--- src/rtl/zrle_pkg.sv ---
// shared types and constants for the zero-run escape encoder
`default_nettype none
package zrle_pkg;

	localparam int MAX_LEN_DEF = 1024;
	localparam int BURST_MAX   = 4;

	localparam logic [7:0] ESC_BYTE  = 8'h88;
	localparam logic [7:0] ZERO_BYTE = 8'h00;
	localparam logic [8:0] RUN_CAP   = 9'd257;

	typedef struct packed {
		logic [7:0] in_byte;
		logic       in_last;
	} in_item_t;

	typedef struct packed {
		logic [7:0] out_byte;
		logic       run_last;
		logic       frame_end;
		logic       not_smaller;
	} out_item_t;

	// all encoded bytes caused by one input item
	typedef struct packed {
		logic [BURST_MAX-1:0][7:0] bytes;
		logic [2:0]                cnt;
		logic                      last;
		logic                      ns;
	} burst_t;

endpackage
`default_nettype wire

--- src/rtl/zrle_encode.sv ---
// run state, counters and per-item encoding into a burst of bytes
`default_nettype none
module zrle_encode #(
	parameter int MAX_LEN = zrle_pkg::MAX_LEN_DEF
) (
	input  wire logic             clk,
	input  wire logic             arst_n,
	input  wire logic             take,
	input  wire zrle_pkg::in_item_t item,
	output zrle_pkg::burst_t      burst
);
	import zrle_pkg::*;

	localparam int CW = $clog2(MAX_LEN + 1);
	localparam logic [CW-1:0] LIMIT = CW'(MAX_LEN);

	logic [8:0]    zero_run_q;
	logic [CW-1:0] bytes_in_q;
	logic [CW-1:0] bytes_out_q;

	logic [8:0]    zr1;
	logic [8:0]    flush_n;
	logic [8:0]    cnt_m2;
	logic [1:0]    fn;
	logic [1:0]    ln;
	logic [7:0]    f0, f1;
	logic [2:0]    cnt_w;
	logic          ns_w;
	logic [8:0]    zr_next;
	logic [CW-1:0] bi_next;
	logic [CW:0]   bo_sum;
	logic [CW-1:0] bo_next;

	// pick the run to flush and the literal bytes
	always_comb begin
		zr1 = zero_run_q + 9'd1;
		if (item.in_byte != ZERO_BYTE) begin
			flush_n = zero_run_q;
			zr_next = 9'd0;
		end else if (zr1 == RUN_CAP || item.in_last) begin
			flush_n = zr1;
			zr_next = 9'd0;
		end else begin
			flush_n = 9'd0;
			zr_next = zr1;
		end
		cnt_m2 = flush_n - 9'd2;
		if (flush_n == 9'd0) begin
			fn = 2'd0;
		end else if (flush_n == 9'd1) begin
			fn = 2'd1;
		end else begin
			fn = 2'd2;
		end
		f0 = (flush_n >= 9'd3) ? ESC_BYTE : ZERO_BYTE;
		f1 = (flush_n >= 9'd3) ? cnt_m2[7:0] : ZERO_BYTE;
		if (item.in_byte == ZERO_BYTE) begin
			ln = 2'd0;
		end else if (item.in_byte == ESC_BYTE) begin
			ln = 2'd2;
		end else begin
			ln = 2'd1;
		end
		cnt_w = {1'b0, fn} + {1'b0, ln};
	end

	// lay out flushed run first, then the literal
	always_comb begin
		burst.bytes = {BURST_MAX{ZERO_BYTE}};
		case (fn)
			2'd0: begin
				burst.bytes[0] = item.in_byte;
			end
			2'd1: begin
				burst.bytes[0] = f0;
				burst.bytes[1] = item.in_byte;
			end
			default: begin
				burst.bytes[0] = f0;
				burst.bytes[1] = f1;
				burst.bytes[2] = item.in_byte;
			end
		endcase
		burst.cnt  = cnt_w;
		burst.last = item.in_last;
		burst.ns   = ns_w;
	end

	// saturating counts and the size verdict
	always_comb begin
		bi_next = (bytes_in_q < LIMIT) ? bytes_in_q + CW'(1) : LIMIT;
		bo_sum  = {1'b0, bytes_out_q} + (CW+1)'(cnt_w);
		bo_next = (bo_sum > {1'b0, LIMIT}) ? LIMIT : bo_sum[CW-1:0];
		ns_w    = bo_next >= bi_next;
	end

	// state update per accepted item, cleared at end of message
	always_ff @(posedge clk or negedge arst_n) begin
		if (!arst_n) begin
			zero_run_q  <= 9'd0;
			bytes_in_q  <= '0;
			bytes_out_q <= '0;
		end else if (take) begin
			if (item.in_last) begin
				zero_run_q  <= 9'd0;
				bytes_in_q  <= '0;
				bytes_out_q <= '0;
			end else begin
				zero_run_q  <= zr_next;
				bytes_in_q  <= bi_next;
				bytes_out_q <= bo_next;
			end
		end
	end

endmodule
`default_nettype wire

--- src/rtl/zrle_out_buf.sv ---
// result register holding one burst, drained one byte per cycle while take is high
`default_nettype none
module zrle_out_buf (
	input  wire logic               clk,
	input  wire logic               arst_n,
	input  wire logic               load,
	input  wire logic               take,
	input  wire zrle_pkg::burst_t   burst,
	output logic                    valid,
	output logic                    room,
	output zrle_pkg::out_item_t     item
);
	import zrle_pkg::*;

	logic [BURST_MAX-1:0][7:0] bytes_q;
	logic [2:0]                cnt_q;
	logic                      last_q;
	logic                      ns_q;

	assign valid = cnt_q != 3'd0;
	// can load when empty or when the final byte leaves now
	assign room  = (cnt_q == 3'd0) || (cnt_q == 3'd1 && take);

	// front byte and its flags
	always_comb begin
		item.out_byte    = bytes_q[0];
		item.run_last    = cnt_q == 3'd1;
		item.frame_end   = (cnt_q == 3'd1) && last_q;
		item.not_smaller = (cnt_q == 3'd1) && last_q && ns_q;
	end

	// fill level
	always_ff @(posedge clk or negedge arst_n) begin
		if (!arst_n) begin
			cnt_q <= 3'd0;
		end else if (load) begin
			cnt_q <= burst.cnt;
		end else if (take) begin
			cnt_q <= cnt_q - 3'd1;
		end
	end

	// payload: load or shift toward the front
	always_ff @(posedge clk) begin
		if (load) begin
			bytes_q <= burst.bytes;
			last_q  <= burst.last;
			ns_q    <= burst.ns;
		end else if (take) begin
			bytes_q <= {ZERO_BYTE, bytes_q[BURST_MAX-1:1]};
		end
	end

endmodule
`default_nettype wire

--- src/rtl/zero_run_escape_encoder_unit.sv ---
// Zero-run escape encoder top level.
// The first encoded byte of an item is registered and appears in the cycle after the item is accepted.
// The encoder takes one item per cycle while each item yields at most one byte and the output is
// not stalled; an item that yields more bytes (up to four) stalls the input until its final byte is taken.
// Reset clears the held run, both counts and the result register's fill level; no clearing pass.
`default_nettype none
module zero_run_escape_encoder_unit #(
	parameter int MAX_LEN = zrle_pkg::MAX_LEN_DEF
) (
	input  wire logic                clk,
	input  wire logic                arst_n,
	input  wire logic                byte_valid,
	output logic                     byte_stall,
	input  wire zrle_pkg::in_item_t  byte_item,
	output logic                     code_valid,
	input  wire logic                code_stall,
	output zrle_pkg::out_item_t      code_item
);
	import zrle_pkg::*;

	burst_t burst;
	logic   room;
	logic   take_in;
	logic   take_out;

	// handshakes
	assign take_out   = code_valid && !code_stall;
	assign byte_stall = !room;
	assign take_in    = byte_valid && room;

	zrle_encode #(
		.MAX_LEN(MAX_LEN)
	) u_encode (
		.clk   (clk),
		.arst_n(arst_n),
		.take  (take_in),
		.item  (byte_item),
		.burst (burst)
	);

	zrle_out_buf u_out_buf (
		.clk   (clk),
		.arst_n(arst_n),
		.load  (take_in),
		.take  (take_out),
		.burst (burst),
		.valid (code_valid),
		.room  (room),
		.item  (code_item)
	);

endmodule
`default_nettype wire

--- config.mk ---
export PLATFORM = sky130hd
export DESIGN_NAME = zero_run_escape_encoder_unit
export DESIGN_NICKNAME = d
export VERILOG_FILES = /design/src/rtl/zrle_pkg.sv /design/src/rtl/zrle_encode.sv /design/src/rtl/zrle_out_buf.sv /design/src/rtl/zero_run_escape_encoder_unit.sv
export SDC_FILE = /design/constraint.sdc
export NUM_CORES = 1
export LEC_CHECK = 0
export ABC_AREA = 1
export BUFFER_PORTS_ARGS = -buffer_cell sky130_fd_sc_hd__buf_2
export CORE_UTILIZATION = 45
export CTS_BUF_LIST = sky130_fd_sc_hd__clkbuf_8
export DETAILED_ROUTE_END_ITERATION = 12
export GPL_TIMING_DRIVEN = 1
export PLACE_DENSITY = 0.62
export SLEW_MARGIN = 20
export SYNTH_ARGS = -nofsm -noshare
export SYNTH_HDL_FRONTEND = slang
export SYNTH_HIERARCHICAL = 1
export SYNTH_SLANG_ARGS = --single-unit
--- constraint.sdc ---
create_clock -name clk -period 15.1 [get_ports clk]
set_clock_uncertainty 0.05 [all_clocks]
set_input_delay 1.51 -clock clk [delete_from_list [all_inputs] [get_ports clk]]
set_output_delay 1.51 -clock clk [all_outputs]
set_load 0.05 [all_outputs]
==> flow_summary.yaml <==
floorplanning:
  start_util_pct: 46.4
  die_w_um: 105
  coreArea_mm2: 0.0103
  ios: 26
  die_h_um: 105
  rows: 37
  dieArea_mm2: 0.0111
layout:
  final_cell_count_no_fill: 786
  fill_cells: 1032
  num-nets-final: 683
  syn_to_final_growth_pct: 6.55
  drive_above_1_share_pct: 13.1
  antennaDiodeCount: 0
worst_hold_path:
  hp-class: "reg -> reg"
power_and_ir_drop:
  p_int_uw: 515
  pwr-share-comb_pct: 42.4
  power_leakage_nw: 2.57
  finalPower_uw: 882
  ir_worst_vdd_mv: 0.143
  p_sw_uw: 368
  p_seq_share_pct: 36.3
  sw_frac_of_total_pct: 41.7
  power_density_mw_per_mm2: 173
  clkPwrFrac_pct: 21.3
worst_setup_path:
  setup.worst_path.start_class: "input pin"
  crit_path_max_incr_delay_ns: 0.53
  worstPathMaxFanout: 13
  cp.required_ns: 15.15
  slowest_stage: "fa_1"
  endpoint_kind: "register"
  path_class: "in -> reg"
  cp.arrival_ns: 7.21
sta:
  setup_viol: 0
  hold_violations: 0
  worst_slew_pin_slew_ns: 0.830
  fin_ws_ns: 7.94
  period_needed_ns: 7.16
  grt_setup_unrepaired: "no"
  drv_slew: 0
  clock.fmax_ghz: 0.140
  finalCritPeriodShare_pct: 47.4
  relSlewSlack_pct: 44.4
  fin_setup_tns_ns: 0
routing:
  drt-initial-drc-count: 190
  dr.pass1.iters: 5
  via_count: 3923
  routedWlPerCell_um: 12.6
  drt_wl_total_mm: 9.90
  antenna_left: 0
  via_per_inst: 4.99
  drc: 0
clock_tree:
  htreeDepth: 3
  cts_buffer_depth: 2
  cts-resized-gates: 0
  cts_buffers: 9
  ctsHoldBuffers: 0
  clk_latency_ns: 0.36
  clock-root-buffer: "clkbuf_8"
  cts_setup_buffers: 0
  clkTransAtPathRegs_ns: 0.08
  cts_tree: "done"
  cts.sinks: 68
placement:
  portBuffers: 25
  dp_hpwl_mm: 7.23
  place_ws_ns: 7.57
  routabilityCongestion: 0.856
  dpl.cell_count: 770
synth:
  synth_top_area_cell: "edfxtp_1"
  synthCells: 634
  synth_edf_count: 34
  ys_top_cells_by_area: "edfxtp_1 (21%), dfrtp_1 (18%), nand2_1 (14%)"
  synth-simple-area-share_pct: 31.5
  synth_fa_ha_area_share_pct: 6.84
  ys_async_sr_fraction_pct: 50.0
  synth_top_family_by_area: "simple AND/OR/NAND/NOR gates"
  synth.top_cell.area_share_pct: 21.3
  synth.most_common_cell: "nand2_1"
  synth_ff_type: "edfxtp_1"
  synth_xor_area_share_pct: 2.01
  synth_common_cells: "nand2_1 (185), inv_1 (99), nor2_1 (63)"
  synthMuxAreaShare_pct: 0
  avgSynthCellArea_um2: 7.56
  synth_compound_area_share_pct: 6.86
  ys_ff_latch: 68
  synth-warning-count: 6
  synth_area_mm2: 0.00479
  yosysSeqAreaShare_pct: 39.0
  ys_types: 42
outcome:
  status: "completed"
global_routing:
  grt_usage_pct: 19.6
  antenna_found_initial: 0
  grt_max_degree: 67
  grt_pass1_vias: 3800
  grt_pass1_wl_mm: 17.3
  overflow: 0
flow_run:
  maxCapViolations: 0
[worst paths after layout]
kind / from / endpoint / slack [ns] / depth (start not counted)
max reg2reg: u_encode/zero_run_q[0]$_DFFE_PN0P_ / u_out_buf/ns_q$_DFFE_PP_ / 8.83 / 37
max in group asynchronous: arst_n / u_encode/zero_run_q[1]$_DFFE_PN0P_ / 13.33 / 1
min: u_encode/bytes_out_q[2]$_DFFE_PN0P_ / u_encode/bytes_out_q[2]$_DFFE_PN0P_ / 0.46 / 2
min in group asynchronous: arst_n / u_encode/bytes_out_q[5]$_DFFE_PN0P_ / 1.17 / 1
min reg2reg: u_encode/bytes_out_q[2]$_DFFE_PN0P_ / u_encode/bytes_out_q[2]$_DFFE_PN0P_ / 0.46 / 2
max: byte_item[1] / u_out_buf/ns_q$_DFFE_PP_ / 7.94 / 34
[sequential cells by signal, summed over array words and instances, names as in the netlist]
signal	cells
u_out_buf/ns_q	1
u_encode/zero_run_q	9
u_out_buf/bytes_q	24
u_out_buf/item	8
u_out_buf/cnt_q	3
u_out_buf/last_q	1
u_encode/bytes_in_q	11
u_encode/bytes_out_q	11
[critical path: cells and delay by family]
family | cells | cell delay (ns)
compound gates | 7 | 1.10
buf+inv | 7 | 0.88
xor+xnor | 1 | 0.17
simple gates | 15 | 2.06
fa+ha+maj | 4 | 1.48
[cell type report]
class / instances / area, um^2 / area share [%]
multi-input combinational: 436 / 2290 / 44.9
sequential: 68 / 1870 / 36.6
inverter: 104 / 392 / 7.67
tap: 136 / 170 / 3.33
timing repair buffer: 26 / 133 / 2.60
clock buffer: 9 / 124 / 2.42
clock inverter: 7 / 124 / 2.42
[per-layer routing]
layer / GRT usage (%) / share of wire, % / up-vias
met4: 7.75 / 1.5 / 0
met1: 25.8 / 48 / 1815
met2: 31.4 / 46 / 84
met5: 0 / 0 / -
li1: - / - / 2011
met3: 4.39 / 5.0 / 13
[cell families (layout without fill, tap and decap cells)]
logic type | count (synthesis) | count (layout)
AND/OR/NAND/NOR | 337 | 337
buffers and inverters | 137 | 146
flip-flops | 68 | 68
AO/OA/AOI/OAI | 55 | 55
adder cells (fa/ha/maj) | 25 | 25
XOR/XNOR | 11 | 11
other | 1 | 8
[power groups by stage]
stage | combinational (mW) | clock [mW] | sequential, mW
floorplan | 0.339 | 0 | 0.316
global placement | 0.366 | 0 | 0.322
detailed placement | 0.377 | 0 | 0.324
CTS | 0.379 | 0.193 | 0.321
global route | 0.423 | 0.201 | 0.327
finish | 0.374 | 0.188 | 0.321
[per-stage QoR]
stage               hold slack (ns)  util (%)  instance area (um^2)
finish                        0.458      49.5                  5110
global route                  0.479      49.5                  5110
global placement              0.425      47.1                  4860
detailed placement            0.429      47.1                  4860
CTS                           0.451      49.5                  5110
floorplan                     0.406         -                  4820
[cells in the final DEF, fill, tap and decap left out, types with 4 or more instances in the layout]
master,n
inv_2,6
xor2_1,9
nand2_1,185
o21ai_0,18
clkbuf_8,9
buf_2,25
nand2_2,12
nand3_1,36
or2_2,4
nor2_4,5
o22ai_1,15
a21oi_1,9
edfxtp_1,34
nor2_1,63
ha_1,23
nand4_1,10
conb_1,8
nor2_2,5
nand3_2,4
o32ai_1,6
dfrtp_1,34
inv_1,97
No activity file was read; power rests on OpenSTA's default activity.
